===== src/hdl/assert_macros.svh =====
// Assertion macros shared by the RTL of the multiplexer frame deframer.
// No dependencies; compiles to nothing when SYNTHESIS is defined.
`ifndef ASSERT_MACROS_SVH
`define ASSERT_MACROS_SVH
`ifndef SYNTHESIS
// Check a property on every rising edge outside reset
`define ASSERT_PROP(label, clk, rst, prop) \
   label: assert property (@(posedge clk) disable iff (rst) (prop)) \
      else $error("assertion failed");
// Check that a condition implies a consequence in the next cycle
`define ASSERT_NEXT(label, clk, rst, ante, cons) \
   label: assert property (@(posedge clk) disable iff (rst) (ante) |=> (cons)) \
      else $error("assertion failed");
`else
`define ASSERT_PROP(label, clk, rst, prop)
`define ASSERT_NEXT(label, clk, rst, ante, cons)
`endif
`endif


===== src/hdl/cmuxdf_pkg.sv =====
// Package for the multiplexer frame deframer: codes, phase type, CRC step.
// No dependencies.
package cmuxdf_pkg;

   // Framing constants
   localparam logic [7:0] FLAG_BYTE     = 8'hF9;
   localparam logic [7:0] PF_CLEAR_MASK = 8'hEF;
   localparam logic [7:0] FCS_GOOD      = 8'hCF;
   localparam logic [7:0] CRC_INIT      = 8'hFF;
   localparam logic [7:0] CRC_POLY_REFL = 8'hE0;
   localparam logic [7:0] UI_RESET      = 8'h03;

   // Counter width default
   localparam int COUNTER_BITS_DEF = 16;
   localparam int COUNT_OUT_BITS   = 16;

   // Register map
   localparam int CSR_ADDR_BITS = 3;
   localparam logic CSR_IDX_UI_CONTROL = 1'b0;

   // Result kinds
   typedef enum logic [1:0] {
      KIND_PAYLOAD   = 2'd0,
      KIND_GOOD      = 2'd1,
      KIND_BAD_FCS   = 2'd2,
      KIND_BAD_CLOSE = 2'd3
   } kind_type;

   // Deframer phases
   typedef enum logic [6:0] {
      PH_HUNT    = 7'b0000001,
      PH_FLAGS   = 7'b0000010,
      PH_CTRL    = 7'b0000100,
      PH_LEN     = 7'b0001000,
      PH_PAYLOAD = 7'b0010000,
      PH_FCS     = 7'b0100000,
      PH_CLOSE   = 7'b1000000
   } phase_type;

   // One byte of the reflected CRC-8
   function automatic logic [7:0] crc8_byte(input logic [7:0] crc, input logic [7:0] data);
      logic [7:0] c;
      c = crc ^ data;
      for (int i = 0; i < 8; i++) begin
         c = c[0] ? ((c >> 1) ^ CRC_POLY_REFL) : (c >> 1);
      end
      return c;
   endfunction

endpackage


===== src/hdl/cmux_basic_frame_deframer_top.sv =====
// Multiplexer basic-mode frame deframer: one received byte per item.
// A result is registered: it appears on rsp_ in the cycle after the byte that causes it is taken.
// Throughput: one byte per cycle; the frame state and CRC update in a single pass.
// The input stalls only while a result is held and rsp_stall is high.
// Reset (synchronous, active high): hunting, CRC 0xFF, counts zero, UI control 3.
`include "assert_macros.svh"
module cmux_basic_frame_deframer_top #(
   parameter int COUNTER_BITS = cmuxdf_pkg::COUNTER_BITS_DEF
) (
   input  logic                                 clock,
   input  logic                                 reset,
   // byte input
   input  logic                                 req_valid,
   output logic                                 req_stall,
   input  logic [7:0]                           req_rx_byte,
   // result output
   output logic                                 rsp_valid,
   input  logic                                 rsp_stall,
   output logic [1:0]                           rsp_item_kind,
   output logic [7:0]                           rsp_payload_byte,
   output logic [5:0]                           rsp_channel,
   output logic [7:0]                           rsp_control_byte,
   output logic [6:0]                           rsp_frame_length,
   output logic                                 rsp_is_last,
   output logic [15:0]                          rsp_good_frames,
   output logic [15:0]                          rsp_dropped_frames,
   // configuration
   input  logic                                 psel,
   input  logic                                 penable,
   input  logic                                 pwrite,
   input  logic [cmuxdf_pkg::CSR_ADDR_BITS-1:0] paddr,
   input  logic [31:0]                          pwdata,
   output logic [31:0]                          prdata,
   output logic                                 pready
);
   import cmuxdf_pkg::*;

   logic [7:0]              ui_control;
   logic                    accept;
   logic [7:0]              b;
   logic                    is_ui;
   logic [7:0]              crc_base;
   logic [7:0]              crc_next;
   logic [6:0]              left_dec;

   phase_type               phase_ff, phase_in;
   logic [7:0]              crc_ff, crc_in;
   logic [5:0]              chan_ff, chan_in;
   logic [7:0]              ctrl_ff, ctrl_in;
   logic [6:0]              len_ff, len_in;
   logic [6:0]              left_ff, left_in;
   logic [COUNTER_BITS-1:0] good_ff, good_in;
   logic [COUNTER_BITS-1:0] drop_ff, drop_in;

   logic                    res_valid;
   kind_type                res_kind;
   logic [7:0]              res_payload;

   logic                    out_valid_ff;
   kind_type                out_kind_ff;
   logic [7:0]              out_payload_ff;
   logic [5:0]              out_chan_ff;
   logic [7:0]              out_ctrl_ff;
   logic [6:0]              out_len_ff;
   logic [COUNTER_BITS-1:0] out_good_ff;
   logic [COUNTER_BITS-1:0] out_drop_ff;

   cmuxdf_csr u_csr (
      .clock      (clock),
      .reset      (reset),
      .psel       (psel),
      .penable    (penable),
      .pwrite     (pwrite),
      .paddr      (paddr),
      .pwdata     (pwdata),
      .prdata     (prdata),
      .pready     (pready),
      .ui_control (ui_control)
   );

   // Hold the input only while a result waits downstream
   assign req_stall = out_valid_ff && rsp_stall;
   assign accept    = req_valid && !req_stall;
   assign b         = req_rx_byte;

   // Shared CRC step: the address byte restarts from the init value
   assign crc_base = (phase_ff == PH_FLAGS) ? CRC_INIT : crc_ff;
   assign crc_next = crc8_byte(crc_base, b);
   assign is_ui    = ((ctrl_ff & PF_CLEAR_MASK) == ui_control);
   assign left_dec = left_ff - 7'd1;

   // Advance the frame state for one byte
   always_comb begin
      phase_in    = phase_ff;
      crc_in      = crc_ff;
      chan_in     = chan_ff;
      ctrl_in     = ctrl_ff;
      len_in      = len_ff;
      left_in     = left_ff;
      good_in     = good_ff;
      drop_in     = drop_ff;
      res_valid   = 1'b0;
      res_kind    = KIND_PAYLOAD;
      res_payload = 8'd0;
      unique case (phase_ff)
         PH_FLAGS: begin
            if (b != FLAG_BYTE) begin
               chan_in  = b[7:2];
               crc_in   = crc_next;
               phase_in = PH_CTRL;
            end
         end
         PH_CTRL: begin
            ctrl_in  = b;
            crc_in   = crc_next;
            phase_in = PH_LEN;
         end
         PH_LEN: begin
            len_in  = b[7:1];
            crc_in  = crc_next;
            left_in = b[7:1];
            if (!b[0]) begin
               phase_in = PH_HUNT;
            end else if (b[7:1] != 7'd0) begin
               phase_in = PH_PAYLOAD;
            end else begin
               phase_in = PH_FCS;
            end
         end
         PH_PAYLOAD: begin
            if (is_ui) begin
               crc_in = crc_next;
            end
            left_in = left_dec;
            if (left_dec == 7'd0) begin
               phase_in = PH_FCS;
            end
            res_valid   = 1'b1;
            res_kind    = KIND_PAYLOAD;
            res_payload = b;
         end
         PH_FCS: begin
            if (crc_next != FCS_GOOD) begin
               drop_in   = drop_ff + COUNTER_BITS'(1);
               phase_in  = (b == FLAG_BYTE) ? PH_FLAGS : PH_HUNT;
               res_valid = 1'b1;
               res_kind  = KIND_BAD_FCS;
            end else begin
               phase_in = PH_CLOSE;
            end
         end
         PH_CLOSE: begin
            phase_in  = PH_HUNT;
            res_valid = 1'b1;
            if (b != FLAG_BYTE) begin
               drop_in  = drop_ff + COUNTER_BITS'(1);
               res_kind = KIND_BAD_CLOSE;
            end else begin
               good_in  = good_ff + COUNTER_BITS'(1);
               res_kind = KIND_GOOD;
            end
         end
         default: begin
            phase_in = (b == FLAG_BYTE) ? PH_FLAGS : PH_HUNT;
         end
      endcase
   end

   // Frame state registers
   always_ff @(posedge clock) begin
      if (reset) begin
         phase_ff <= PH_HUNT;
         crc_ff   <= CRC_INIT;
         chan_ff  <= '0;
         ctrl_ff  <= '0;
         len_ff   <= '0;
         left_ff  <= '0;
         good_ff  <= '0;
         drop_ff  <= '0;
      end else if (accept) begin
         phase_ff <= phase_in;
         crc_ff   <= crc_in;
         chan_ff  <= chan_in;
         ctrl_ff  <= ctrl_in;
         len_ff   <= len_in;
         left_ff  <= left_in;
         good_ff  <= good_in;
         drop_ff  <= drop_in;
      end
   end

   // Result register: load on a new result, drop once taken
   always_ff @(posedge clock) begin
      if (reset) begin
         out_valid_ff <= 1'b0;
      end else if (accept && res_valid) begin
         out_valid_ff <= 1'b1;
      end else if (!rsp_stall) begin
         out_valid_ff <= 1'b0;
      end
   end

   always_ff @(posedge clock) begin
      if (accept && res_valid) begin
         out_kind_ff    <= res_kind;
         out_payload_ff <= res_payload;
         out_chan_ff    <= chan_in;
         out_ctrl_ff    <= ctrl_in;
         out_len_ff     <= len_in;
         out_good_ff    <= good_in;
         out_drop_ff    <= drop_in;
      end
   end

   assign rsp_valid        = out_valid_ff;
   assign rsp_item_kind    = out_kind_ff;
   assign rsp_payload_byte = out_payload_ff;
   assign rsp_channel      = out_chan_ff;
   assign rsp_control_byte = out_ctrl_ff;
   assign rsp_frame_length = out_len_ff;
   assign rsp_is_last      = (out_kind_ff != KIND_PAYLOAD);

   // Show the low count bits, zero-extended when the counters are narrow
   for (genvar i = 0; i < COUNT_OUT_BITS; i++) begin : g_count_out
      if (i < COUNTER_BITS) begin : g_bit
         assign rsp_good_frames[i]    = out_good_ff[i];
         assign rsp_dropped_frames[i] = out_drop_ff[i];
      end else begin : g_zero
         assign rsp_good_frames[i]    = 1'b0;
         assign rsp_dropped_frames[i] = 1'b0;
      end
   end

   // Status items never carry a payload byte
   `ASSERT_PROP(a_status_no_payload, clock, reset,
      !out_valid_ff || out_kind_ff == KIND_PAYLOAD || out_payload_ff == 8'd0)
   // A drop status advances the drop count by one
   `ASSERT_NEXT(a_drop_counts, clock, reset,
      accept && res_valid && (res_kind == KIND_BAD_FCS || res_kind == KIND_BAD_CLOSE),
      drop_ff == $past(drop_ff) + COUNTER_BITS'(1))
   // The good count moves only on a good-frame status
   `ASSERT_NEXT(a_good_only_on_good, clock, reset,
      !(accept && res_valid && res_kind == KIND_GOOD),
      $stable(good_ff))

endmodule


===== src/hdl/cmuxdf_csr.sv =====
// Configuration register block of the deframer: APB write and readback.
// Depends on cmuxdf_pkg.
module cmuxdf_csr (
   input  logic                                 clock,
   input  logic                                 reset,
   input  logic                                 psel,
   input  logic                                 penable,
   input  logic                                 pwrite,
   input  logic [cmuxdf_pkg::CSR_ADDR_BITS-1:0] paddr,
   input  logic [31:0]                          pwdata,
   output logic [31:0]                          prdata,
   output logic                                 pready,
   output logic [7:0]                           ui_control
);
   import cmuxdf_pkg::*;

   logic       wr_en;
   logic [7:0] ui_control_ff;
   logic [7:0] ui_control_in;

   // Write on the access cycle of an addressed write
   assign pready = 1'b1;
   assign wr_en  = psel && penable && pwrite && (paddr[2] == CSR_IDX_UI_CONTROL);

   always_comb begin
      ui_control_in = ui_control_ff;
      if (wr_en) begin
         ui_control_in = pwdata[7:0];
      end
   end

   always_ff @(posedge clock) begin
      if (reset) begin
         ui_control_ff <= UI_RESET;
      end else begin
         ui_control_ff <= ui_control_in;
      end
   end

   // Read back the register, zero elsewhere
   always_comb begin
      prdata = '0;
      if (paddr[2] == CSR_IDX_UI_CONTROL) begin
         prdata = {24'd0, ui_control_ff};
      end
   end

   assign ui_control = ui_control_ff;

endmodule


===== config.mk =====
export PLATFORM = sky130hd
export DESIGN_NAME = cmux_basic_frame_deframer_top
export DESIGN_NICKNAME = d
export VERILOG_FILES = /design/src/hdl/cmuxdf_pkg.sv /design/src/hdl/cmux_basic_frame_deframer_top.sv /design/src/hdl/cmuxdf_csr.sv
export VERILOG_INCLUDE_DIRS = /design/src /design/src/hdl
export SDC_FILE = /design/constraint.sdc
export NUM_CORES = 1
export LEC_CHECK = 0
export BUFFER_PORTS_ARGS = -buffer_cell sky130_fd_sc_hd__buf_2
export CORE_MARGIN = 4
export CORE_UTILIZATION = 40
export CTS_BUF_LIST = sky130_fd_sc_hd__clkbuf_4 sky130_fd_sc_hd__clkbuf_8
export CTS_CLUSTER_DIAMETER = 80
export CTS_CLUSTER_SIZE = 24
export DETAILED_ROUTE_END_ITERATION = 8
export PLACE_DENSITY = 0.72
export SLEW_MARGIN = 20
export SYNTH_ARGS = -nofsm -noshare
export SYNTH_HDL_FRONTEND = slang
export SYNTH_SLANG_ARGS = --single-unit
export TNS_END_PERCENT = 1

===== constraint.sdc =====
create_clock -name clock -period 9 [get_ports clock]
set_input_delay 1.8 -clock clock [delete_from_list [all_inputs] [get_ports clock]]
set_output_delay 1.8 -clock clock [all_outputs]
set_load 0.02 [all_outputs]

# Yosys cells after proc, flatten, opt, wreduce, memory -nomap -nowiden
# Index checks and enable logic that the tools add are counted.
op_classes:
  bitwise: 10
  n_mux: 37
  n_reduce_logical: 17
  add_sub_neg: 3
  n_eq_ne: 14
op_table:
  columns: ["operator", "count"]
  rows:
  - ["$mux W8", 13]
  - ["$mux W16", 4]
  - ["$pmux W7 S6", 1]
  - ["$add A16 B1 Y16 const B", 2]
  - ["$pmux W16 S2", 1]
  - ["$mux W7", 4]
  - ["$mux W6", 4]
  - ["$not A2 Y3", 8]
  - ["$pmux W8 S3", 1]
  - ["$ne A8 B8 Y1 const B", 2]
  - ["$pmux W7 S2", 1]
  - ["$eq A8 B8 Y1", 1]
  - ["$eq A8 B8 Y1 const B", 1]
  - ["$xor A8 B8 Y8", 1]
  - ["$eq A7 B2 Y1 const B", 1]
  - ["$eq A7 B3 Y1 const B", 1]
  - ["$eq A7 B4 Y1 const B", 1]
  - ["$eq A7 B5 Y1 const B", 1]
  - ["$eq A7 B6 Y1 const B", 1]
  - ["$eq A7 B7 Y1 const B", 1]
  - ["$logic_not A7 Y1", 1]
  - ["$reduce_bool A7 Y1", 1]
  - ["$sub A7 B1 Y7 const B", 1]
  - ["$logic_and A1 B1 Y1", 6]
  - ["14 further kinds", 22]
word_totals:
  elab_cells: 98
  regBits: 147

# Longest topological paths before layout
# Gate-level depths: netlist (run 1).
logic_depth:
  ltp_word: 24
  ltp_mapped: 14
  mapped_depth_nobuf: 12

# By module
# Synthesis (run 1) repeated with hierarchy kept, for this count alone.
hier_totals:
  hier_cells: 796
  hier_area_um2: 7601.0
modules_own_cells:
  columns: ["mod", "instances", "area_each_um2", "cells_each"]
  rows:
  - ["cmux_basic_frame_deframer_top", 1, 6980.4, 726]
  - ["cmuxdf_csr", 1, 620.6, 70]

# Worst setup path before layout (run 1)
# OpenSTA, ideal clock, no wires.
synth_timing:
  path_type: "input to register"
  startpoint: "input req_rx_byte[0]"
  endpoint: "register out_chan_ff[0], in the netlist rsp_channel[0], enable pin"
  path_slack_ns: 2.079
  cell_stages: 13
  t_arrival_ns: 6.437
  n_path_buf: 2
  required_time_ns: 8.516
  path_cell_list: "buf_2 -> xnor2_1 -> xnor2_1 -> xnor2_1 -> ha_1 -> o21ai_0 -> or4_1 -> o211ai_1 -> o21a_1 -> a21oi_1 -> buf_2 -> nor3_1 -> nor2_1"
synth_via:
  elab_chain_cells: 15
  word_cells_on_any_way: 16
  cone_classes: "eq/ne (1); mux (10); bitwise (4); reduce/logical (1)"
synth_lines:
  columns: ["element", "line_no", "text"]
  rows:
  - ["start, declared", "cmux_basic_frame_deframer_top.sv:15", "input logic [7:0] req_rx_byte,"]
  - ["$xor A8 B8 Y8 (*)", "cmuxdf_pkg.sv:43", "c = crc ^ data;"]
  - ["$mux W8 (*)", "cmuxdf_pkg.sv:45", "c = c[0] ? ((c >> 1) ^ CRC_POLY_REFL) : (c >> 1);"]
  - ["$not A2 Y3 (no source line)", null, null]
  - ["$mux W8 (*)", "cmuxdf_pkg.sv:45", null]
  - ["$not A2 Y3 (no source line)", null, null]
  - ["$mux W8 (*) (6 in a row)", "cmuxdf_pkg.sv:45", null]
  - ["$ne A8 B8 Y1 (*)", "cmux_basic_frame_deframer_top.sv:143", "if (crc_next != FCS_GOOD) begin"]
  - ["$mux W1 (*)", "cmux_basic_frame_deframer_top.sv:143", null]
  - ["$pmux W1 S2 (*)", "cmux_basic_frame_deframer_top.sv:105", "unique case (phase_ff)"]
  - ["$logic_and A1 B1 Y1 (*)", "cmux_basic_frame_deframer_top.sv:204", "if (accept && res_valid) begin"]
  - ["end signal, assigned", "cmux_basic_frame_deframer_top.sv:207", "out_chan_ff <= chan_in;"]
  - ["end, declared", "cmux_basic_frame_deframer_top.sv:62", "logic [5:0] out_chan_ff;"]
# Mark *: on every way between the ends. The rest lies on a longest branch, timed or not.
# A chain may end at the register's enable or synchronous reset.

# Worst setup path after layout (run 1)
layout_timing:
  startpoint: "input req_rx_byte[0]"
  endpoint: "register out_ctrl_ff[1], in the netlist rsp_control_byte[1], enable pin"
layout_via:
  elab_chain_cells: 15
  word_cells_on_any_way: 16
  cone_classes: "eq/ne (1); mux (10); bitwise (4); reduce/logical (1)"
layout_lines:
  columns: ["element", "line_no", "text"]
  rows:
  - ["$xor A8 B8 Y8 (*)", "cmuxdf_pkg.sv:43", null]
  - ["$mux W8 (*)", "cmuxdf_pkg.sv:45", null]
  - ["$not A2 Y3 (no source line)", null, null]
  - ["$mux W8 (*)", "cmuxdf_pkg.sv:45", null]
  - ["$not A2 Y3 (no source line)", null, null]
  - ["$mux W8 (*) (6 in a row)", "cmuxdf_pkg.sv:45", null]
  - ["$ne A8 B8 Y1 (*)", "cmux_basic_frame_deframer_top.sv:143", null]
  - ["$mux W1 (*)", "cmux_basic_frame_deframer_top.sv:143", null]
  - ["$pmux W1 S2 (*)", "cmux_basic_frame_deframer_top.sv:105", null]
  - ["$logic_and A1 B1 Y1 (*)", "cmux_basic_frame_deframer_top.sv:204", null]
  - ["end signal, assigned", "cmux_basic_frame_deframer_top.sv:208", "out_ctrl_ff <= ctrl_in;"]
  - ["end, declared", "cmux_basic_frame_deframer_top.sv:63", "logic [7:0] out_ctrl_ff;"]
# Marked as above.

==> flow_summary.ini, run 1 <==
[status]
status = complete, no violations

[power_and_ir_drop]
p_per_area_nw_per_um2 = 161
p_seq_share_pct = 51.5
finalPower_w = 0.00136
intPower_w = 0.00103
p_comb_share_pct = 6.5
netSwitchingPower_w = 0.000329
switching_share_pct = 24.3
leakagePower_nw = 3.24
vdd_drop_max_uv = 90.3
p_clk_share_pct = 42.0

[global_route]
grt_use_total_pct = 16.1
antenna_found_initial = 0
grt_max_degree = 76
grt_pass1_vias = 5407
grt_overflow_total = 0
grt_pass1_wl_um = 26700

[worst_setup_path]
path_class = in -> reg
regToRegSetupSlack_ns = 4.27
ff2ff_path_depth = 14
r2r-start = phase_ff[6]
required_ns = 9.12
crit_path_max_fanout = 59
rr_endpoint = rsp_control_byte[1]
end_kind = flop
cp-start-kind = primary input
cp.arrival_ns = 5.04

[placed_design]
hpwlAfterDp_um = 11000
gp_congestion = 0.806
port_buffers = 97
place_inst = 1086
place_ws_ns = 3.62

[final_layout]
nets = 931
stdcell_count = 1118
final_common_cell = nand2_1
mostFrequentLayoutCells = nand2_1 (114), buf_2 (97), dfxtp_1 (84), nor2_1 (65), edfxtp_1 (63)
utilization_pct = 46.5
drive_above_1_share_pct = 18.6
area_growth_pct = 13.7
antenna_cells = 0

[synth]
synth_seq_cells = 147
seq_area_frac_synth_pct = 48.3
synthArstFlopShare_pct = 0
synthFlopType = dfxtp_1
yosys.area.top_type = edfxtp_1
synth_top_area_share_pct = 25.6
syn_avg_cell_area_um2 = 9.31
ys_warn_count = 0
synth_edf_count = 63
syn-cell-area_um2 = 7400
synthCells = 795
synth.distinct_cells = 61
synth.area.top_cells = edfxtp_1 (26%), dfxtp_1 (23%), xnor2_1 (6.2%)

[clock_network]
postCtsResizedCells = 0
cts_hold_buf = 0
clock_latency_ns = 0.46
clock_tree.root_cell = clkbuf_8
cts_tree = yes
cts.sinks = 147
clk_pin_slew_ns = 0.08
h-tree-depth = 4
cts_buffer_depth = 2
cts_buffers = 17
cts_setup_buffers = 0

[hold_path]
hold_class = reg -> reg
hold_path_end = chan_ff[3]
min_path_cells = 2
min_from = chan_ff[3]

[die]
die_w_um = 144
die_h_um = 144
core_um2 = 18100
fp-row-count = 49
start_util_pct = 40.9
ioPinCount = 149
die_area_um2 = 20700

[sta]
drv_slew = 0
fin_crit_sh_pct = 54.6
rsz0062_at_grt = false
setup_tns_ns = 0
hold_viol_final = 0
finClkSkew_ns = 0.0118
setup_viol = 0
worst_pin_slew_ns = 1.03
setup_slack_ns = 4.08
relSlewSlack_pct = 31.2
period_needed_ns = 4.92
fmax_ghz = 0.203

[route]
viasPerCell = 5.23
num_vias = 5843
detail_route.wl_per_cell_um = 14.7
drc = 0
wl_met3_um = 1200
routed_wl_um = 16500
highest_layer = met4
drt-initial-drc-count = 390
drtAntennaViolNets = 0
wl_met2_um = 7460
drt-met1-wl_um = 7550
firstDrtPassIters = 5

[job]
maxCapViolCount = 0
## power by group through the flow
stage	Combinational (W)	Sequential, W	Clock [W]
6_report	0.0000878	0.000699	0.000570
2_1_floorplan	0.0000724	0.000715	0
4_1_cts	0.0000880	0.000699	0.000581
3_5_place_dp	0.0000878	0.000714	0
5_1_grt	0.0000971	0.000699	0.000610
3_3_place_gp	0.0000861	0.000714	0
## routing by layer
layer / up-vias / track usage (%)
met1: 2726 / 22.2
li1: 2874 / -
met5: - / 0
met4: 0 / 5.00
met2: 223 / 25.2
met3: 20 / 3.80
## synth_stat cells (3+ instances only)
| cell type | n |
|---|---|
| nand2_1 | 114 |
| dfxtp_1 | 84 |
| nor2_1 | 66 |
| edfxtp_1 | 63 |
| a21oi_1 | 58 |
| o21ai_0 | 52 |
| xnor2_1 | 52 |
| xor2_1 | 32 |
| clkbuf_1 | 31 |
| buf_4 | 25 |
| nand3_1 | 20 |
| nor3_1 | 19 |
| or3_1 | 15 |
| inv_1 | 14 |
| mux2_2 | 12 |
| nor2b_1 | 11 |
| nand4_1 | 10 |
| and2_1 | 9 |
| and3_1 | 9 |
| buf_2 | 8 |
| o211ai_1 | 8 |
| a211oi_1 | 5 |
| ha_1 | 5 |
| nor4_1 | 5 |
| a21o_1 | 4 |
| a22oi_1 | 4 |
| nand3b_1 | 4 |
| or2_2 | 4 |
| or4_1 | 4 |
| xnor3_1 | 4 |
| mux2i_1 | 3 |
| o21bai_1 | 3 |
## worst max-delay path by stage
stage	from	end	slack, ns	cells after the start
after floorplan	req_rx_byte[0]	rsp_channel[0]	2.08	13
after global placement	req_rx_byte[0]	rsp_control_byte[0]	3.72	14
after detailed placement	req_rx_byte[0]	rsp_control_byte[2]	3.62	14
after CTS	req_rx_byte[1]	rsp_dropped_frames[12]	4.10	14
after global routing	req_rx_byte[1]	rsp_channel[0]	3.82	14
final	req_rx_byte[0]	rsp_control_byte[1]	4.08	14
## stage by stage
step | hold slack, ns | instance area (µm²)
after CTS | 0.456 | 8420
after detailed placement | 0.444 | 7980
after floorplan | 0.433 | 7490
final | 0.453 | 8420
after global routing | 0.481 | 8420
after global placement | 0.439 | 7980
## flip-flops by register name, summed over array words and instances (netlist names)
register	flops
chan_ff	6
crc_ff	8
ctrl_ff	8
drop_ff	16
good_ff	16
left_ff	7
len_ff	7
phase_ff	7
rsp_channel	6
rsp_control_byte	8
rsp_dropped_frames	16
rsp_frame_length	7
rsp_good_frames	16
rsp_item_kind	2
rsp_payload_byte	8
rsp_valid	1
u_csr.ui_control	8
## critical path, stage by stage
cell,delay (ns)
buf_2,0.18
xnor2_1,0.28
xnor2_1,0.18
xnor2_1,0.17
ha_1,0.20
o21ai_0,0.12
or4_1,0.49
o211ai_1,0.15
o21a_1,0.31
a21oi_1,0.11
buf_4,0.20
nor3_1,0.32
nor2_4,0.10
buf_4,0.39
## layout make-up
| type | count | area [µm²] |
|---|---|---|
| multi-input cells | 590 | 3510 |
| clock buffers | 17 | 234 |
| repair buffers | 106 | 553 |
| inverters | 14 | 52.6 |
| well taps | 229 | 287 |
| fillers | 1728 | 9670 |
| flip-flops and latches | 147 | 3570 |
| clock inverters | 15 | 204 |
## cell families after synthesis
kind of cell,after synthesis,share of synthesized area [%]
other,2,0.101
AOI/OAI and AO/OA,149,11.5
buffers and inverters,81,5.61
DFF,147,48.3
xor gates and xnor gates,89,11.5
and+or+nand+nor,307,20.0
adders and majority gates,5,0.845
muxes,15,2.23
No activity file was read; power rests on OpenSTA's default activity.
==> run 2: changes to the inputs <==
==> constraint.sdc (replaced) <==
create_clock -name clock -period 5 [get_ports clock]
set_input_delay 1 -clock clock [delete_from_list [all_inputs] [get_ports clock]]
set_output_delay 1 -clock clock [all_outputs]
set_load 0.02 [all_outputs]
==> run 2 against run 1 <==
  * Global-route usage fell by 0.057 points
  * Highest routed layer is now met5
  * Clock power rose by 73%
  * First-iteration DRC count fell by 23%
  * Cell area barely moved
  * Sequential power rose by 80%
==> flow_summary.ini, run 2 (synthesis gave the netlist of run 1 again) <==
[clock_network]
cts_tree = yes
h-tree-depth = 4
clock_tree.root_cell = clkbuf_8
cts_buffers = 17
cts_buffer_depth = 2
cts_setup_buffers = 0
cts_hold_buf = 0
clock_latency_ns = 0.45
postCtsResizedCells = 0
clk_pin_slew_ns = 0.08
cts.sinks = 147

[hold_path]
hold_class = reg -> reg
min_path_cells = 2
hold_path_end = chan_ff[0]
min_from = chan_ff[0]

[final_layout]
antenna_cells = 0
mostFrequentLayoutCells = nand2_1 (114), buf_2 (97), dfxtp_1 (84), nor2_1 (65), edfxtp_1 (63)
area_growth_pct = 13.7
nets = 931
utilization_pct = 46.6
final_common_cell = nand2_1
stdcell_count = 1118
drive_above_1_share_pct = 18.6
fillerInstances = 1734

[worst_setup_path]
cp.arrival_ns = 4.38
crit_path_max_fanout = 35
ff2ff_path_depth = 13
cp-start-kind = flop
end_kind = flop
rr_endpoint = rsp_good_frames[13]
regToRegSetupSlack_ns = 0.81
required_ns = 5.20
r2r-start = phase_ff[6]
path_class = reg -> reg

[route]
drc = 0
num_vias = 5742
drt-initial-drc-count = 300
routed_wl_um = 16400
drtAntennaViolNets = 0
detail_route.wl_per_cell_um = 14.7
firstDrtPassIters = 6
viasPerCell = 5.14

[die]
core_um2 = 18100
fp-row-count = 49
ioPinCount = 149
die_area_um2 = 20700
die_w_um = 144
die_h_um = 144
start_util_pct = 40.9

[sta]
setup_viol = 0
worst_pin_slew_ns = 0.921
hold_viol_final = 0
fmax_ghz = 0.239
drv_slew = 0
period_needed_ns = 4.19
setup_tns_ns = 0
finClkSkew_ns = 0.00914
relSlewSlack_pct = 38.4
rsz0062_at_grt = false
setup_slack_ns = 0.812
fin_crit_sh_pct = 83.8

[power_and_ir_drop]
leakagePower_nw = 3.25
p_per_area_nw_per_um2 = 285
vdd_drop_max_uv = 171

[global_route]
grt_overflow_total = 0
grt_use_total_pct = 16.1
antenna_found_initial = 1
grt_pass1_vias = 5285
grt_max_degree = 42
grt_pass1_wl_um = 26600

[placed_design]
gp_congestion = 0.841
place_inst = 1086
hpwlAfterDp_um = 11200
place_ws_ns = 0.741
port_buffers = 97

[job]
maxCapViolCount = 0

[status]
status = complete, no violations
==> run 2: changes by cell type in the layout (fill, tap and decap cells not counted), sizes merged <==
| cell | delta |
|---|---|
| inv | -4 |
| bufinv | -1 |
| clkinvlp | -2 |
| clkbuf | +6 |
| clkinv | +1 |
==> run 2: report_power, final <==
part           internal (W)  switching, W
Sequential          0.00125    0.00000663
Clock              0.000548      0.000440
Combinational     0.0000502      0.000108
==> run 2: layer usage <==
metal / vias up / part of all wire [%] / GRT usage [%] / wire (µm)
li1: 2873 / - / - / -
met1: 2686 / 47 / 22.1 / 7760
met2: 157 / 45 / 24.6 / 7410
met3: 24 / 5.9 / 4.30 / 977
met4: 2 / 1.6 / 5.25 / 260
met5: - / 0.073 / 0 / 12
==> run 2: worst max-delay path, cell delays in order (launching register included) <==
cell	delay [ns]
dfxtp_1	0.35
or4_4	0.57
nor2_1	0.45
nor2_1	0.12
xnor2_1	0.22
ha_1	0.19
o21ai_0	0.11
or4_1	0.48
o211ai_1	0.16
o21a_1	0.31
a21oi_1	0.13
nor3_1	0.32
nor2_4	0.24
buf_12	0.26
==> run 2: worst max-delay path by stage <==
stage                        start                   to  slack (ns)  cells after the start
detailed placement  req_rx_byte[1]  rsp_good_frames[15]        0.74                     13
global placement    req_rx_byte[1]  rsp_good_frames[15]        0.78                     13
global route           phase_ff[6]  rsp_good_frames[11]        0.53                     13
floorplan           req_rx_byte[0]       rsp_channel[0]        0.63                     13
finish                 phase_ff[6]  rsp_good_frames[13]        0.81                     13
CTS                    phase_ff[6]   rsp_good_frames[6]        0.80                     13
==> run 2: layout make-up <==
class	count	area [µm²]	area share (%)
Clock buffer	23	298	3.54
Timing Repair Buffer	106	566	6.72
Tap cell	229	287	3.40
Clock inverter	9	128	1.52
Multi-Input combinational cell	590	3520	41.8
Inverter	14	52.6	0.624
Sequential cell	147	3570	42.4
==> run 2: stage by stage <==
| step | area (µm²) | power [W] | hold WS (ns) |
|---|---|---|---|
| after floorplan | 7500 | 0.00142 | 0.433 |
| after global placement | 7990 | 0.00144 | 0.439 |
| after detailed placement | 7990 | 0.00144 | 0.448 |
| after CTS | 8420 | 0.00243 | 0.459 |
| after global routing | 8420 | 0.00250 | 0.487 |
| final | 8420 | 0.00240 | 0.455 |
==> run 3: changes to the inputs <==
--- a/config.mk
+++ b/config.mk
@@ -6,6 +6,7 @@
 export SDC_FILE = /design/constraint.sdc
 export NUM_CORES = 1
 export LEC_CHECK = 0
+export ABC_AREA = 1
 export BUFFER_PORTS_ARGS = -buffer_cell sky130_fd_sc_hd__buf_2
 export CORE_MARGIN = 4
 export CORE_UTILIZATION = 40
@@ -13,7 +14,7 @@
 export CTS_CLUSTER_DIAMETER = 80
 export CTS_CLUSTER_SIZE = 24
 export DETAILED_ROUTE_END_ITERATION = 8
-export PLACE_DENSITY = 0.72
+export PLACE_DENSITY = 0.74
 export SLEW_MARGIN = 20
 export SYNTH_ARGS = -nofsm -noshare
 export SYNTH_HDL_FRONTEND = slang
==> constraint.sdc (replaced) <==
create_clock -name clock -period 3.7 [get_ports clock]
set_input_delay 0.74 -clock clock [delete_from_list [all_inputs] [get_ports clock]]
set_output_delay 0.74 -clock clock [all_outputs]
set_load 0.02 [all_outputs]
==> run 3 against run 2 <==
  * Clock power is 36% higher
  * Count of clock-buffer cells in the layout is 6 lower
  * Combinational power is 110% higher
  * Sequential power is 40% higher
  * Core utilization is 0.48 points lower
  * Hold slack better by 0.025 ns
  * Routed wire length is 10% higher
  * Non-clock buffer count is 4 higher
  * Via count is 17% higher
  * Setup slack worse by 0.36 ns
  * Global-route usage is 0.34 points higher
  * Sequential cell count stayed put
  * Largest power group unchanged
  * Highest routed layer is now met4
==> flow_summary.ini, run 3 <==
[die]
ioPinCount = 149
die_w_um = 148
die_h_um = 148
core_um2 = 19400
start_util_pct = 40.5
fp-row-count = 51
die_area_um2 = 22000

[final_layout]
utilization_pct = 46.1
mostFrequentLayoutCells = nand2_1 (189), inv_1 (157), buf_2 (97), o21ai_0 (86), dfxtp_1 (84)
drive_above_1_share_pct = 18.7
antenna_cells = 0
area_growth_pct = 13.7
nets = 1158
final_common_cell = nand2_1

[route]
num_vias = 6729
detail_route.wl_per_cell_um = 13.1
viasPerCell = 4.87
drtAntennaViolNets = 0
drt-initial-drc-count = 538
routed_wl_um = 18100
firstDrtPassIters = 5
drc = 0

[global_route]
grt_use_total_pct = 16.4
grt_pass1_wl_um = 29300
grt_overflow_total = 0
antenna_found_initial = 0
grt_max_degree = 64
grt_pass1_vias = 6102

[placed_design]
hpwlAfterDp_um = 12900
port_buffers = 97
gp_congestion = 0.852
place_ws_ns = 0.472

[worst_setup_path]
required_ns = 3.84
crit_path_max_fanout = 25
end_kind = flop
regToRegSetupSlack_ns = 0.46
crit_end = rsp_dropped_frames[7]
path_class = reg -> reg
r2r-start = phase_ff[6]
ff2ff_path_depth = 18
rr_endpoint = rsp_dropped_frames[7]
cp-start-kind = flop
cp.arrival_ns = 3.39
critical_path.startpoint = phase_ff[6]

[sta]
fmax_ghz = 0.308
worst_pin_slew_ns = 0.724
fin_crit_sh_pct = 87.7
finClkSkew_ns = 0.0125
setup_viol = 0
period_needed_ns = 3.24
setup_slack_ns = 0.456
rsz0062_at_grt = false
setup_tns_ns = 0
relSlewSlack_pct = 51.7
hold_viol_final = 0
whs_ns = 0.480
drv_slew = 0

[synth]
synth_edf_count = 63
synthFlopType = dfxtp_1
synthCells = 1013
yosys.area.top_type = edfxtp_1
seq_area_frac_synth_pct = 45.4
syn-cell-area_um2 = 7860
syn_avg_cell_area_um2 = 7.76
synth.distinct_cells = 47
ys_warn_count = 0
synth_top_area_share_pct = 24.1
synthMostInstantiatedCell = nand2_1
ys_top_cells_by_count = nand2_1 (190), inv_1 (158), o21ai_0 (86)
synthArstFlopShare_pct = 0
synth.area.top_cells = edfxtp_1 (24%), dfxtp_1 (21%), nand2_1 (9.1%)
synth_seq_cells = 147

[clock_network]
cts_tree = yes
postCtsResizedCells = 0
cts.sinks = 147
clock_latency_ns = 0.47
cts_buffers = 17
clock_tree.root_cell = clkbuf_8
cts_buffer_depth = 2
cts_setup_buffers = 0
h-tree-depth = 4
cts_hold_buf = 0
clk_pin_slew_ns = 0.10

[power_and_ir_drop]
leakagePower_nw = 4.19
finalPower_w = 0.00343
intPower_w = 0.00246
p_clk_share_pct = 39.0
p_comb_share_pct = 9.6
switching_share_pct = 28.1
netSwitchingPower_w = 0.000963
p_seq_share_pct = 51.4
p_per_area_nw_per_um2 = 383
vdd_drop_max_uv = 205

[job]
maxCapViolCount = 0

[hold_path]
hold_class = reg -> reg

[status]
status = complete, no violations
-- run 3: cell families after synthesis --
family	Yosys count	synth area share [%]
and+or+nand+nor	401	24.5
other	2	0.0955
AOI/OAI and AO/OA	193	12.9
adders and majority gates	5	0.796
DFF	147	45.4
xor gates and xnor gates	30	3.34
buffers and inverters	235	12.9
-- run 3: layout make-up --
type | instances | area [µm²]
tap | 265 | 332
inverter | 173 | 653
timing repair buffer | 110 | 596
clock buffer | 17 | 234
fill | 1905 | 10500
multi-input combinational | 654 | 3360
sequential | 147 | 3570
clock inverter | 15 | 188
-- run 3: power by group through the flow --
stage | registers (W) | logic [W] | clock network [W]
floorplan | 0.00179 | 0.000271 | 0
global placement | 0.00180 | 0.000315 | 0
detailed placement | 0.00180 | 0.000326 | 0
CTS | 0.00176 | 0.000328 | 0.00137
global route | 0.00177 | 0.000374 | 0.00143
finish | 0.00176 | 0.000329 | 0.00134
-- run 3: worst min-delay path by stage --
stage	cells past startpoint	startpoint	endpoint	slack, ns
final	2	crc_ff[1]	crc_ff[1]	0.48
after global routing	3	pwdata[1]	u_csr.ui_control[1]	0.48
after CTS	3	pwdata[1]	u_csr.ui_control[1]	0.47
after detailed placement	2	crc_ff[1]	crc_ff[1]	0.46
after global placement	2	crc_ff[1]	crc_ff[1]	0.46
after floorplan	2	crc_ff[1]	crc_ff[1]	0.44
-- run 3: metrics by stage --
stage	instance area (µm²)	cells
2_1_floorplan	7950	1036
3_3_place_gp	8520	1349
3_5_place_dp	8520	1349
4_1_cts	8940	1381
5_1_grt	8940	1381
6_report	8940	1381
-- run 3: per-layer routing --
layer	global-route usage (%)	vias up	part of all wire [%]
met5	0	-	0
met4	3.83	0	1.1
met3	4.30	18	6.3
met2	26.6	188	47
met1	22.1	3097	46
li1	-	3426	-
-- run 3: critical path, cell delays in order, from the launching register on --
cell and delay, ns:
dfxtp_1 0.44, inv_2 0.05, nand2_2 0.08, nor2_4 0.05
nand2_4 0.25, nand2_1 0.15, xor2_1 0.30, nand3_1 0.12
nand2_1 0.13, inv_2 0.06, ha_1 0.19, nand2_2 0.13
inv_2 0.06, nand3_4 0.08, nand2_2 0.10, nand3_1 0.11
nand2_1 0.17, clkinvlp_4 0.13, buf_4 0.29
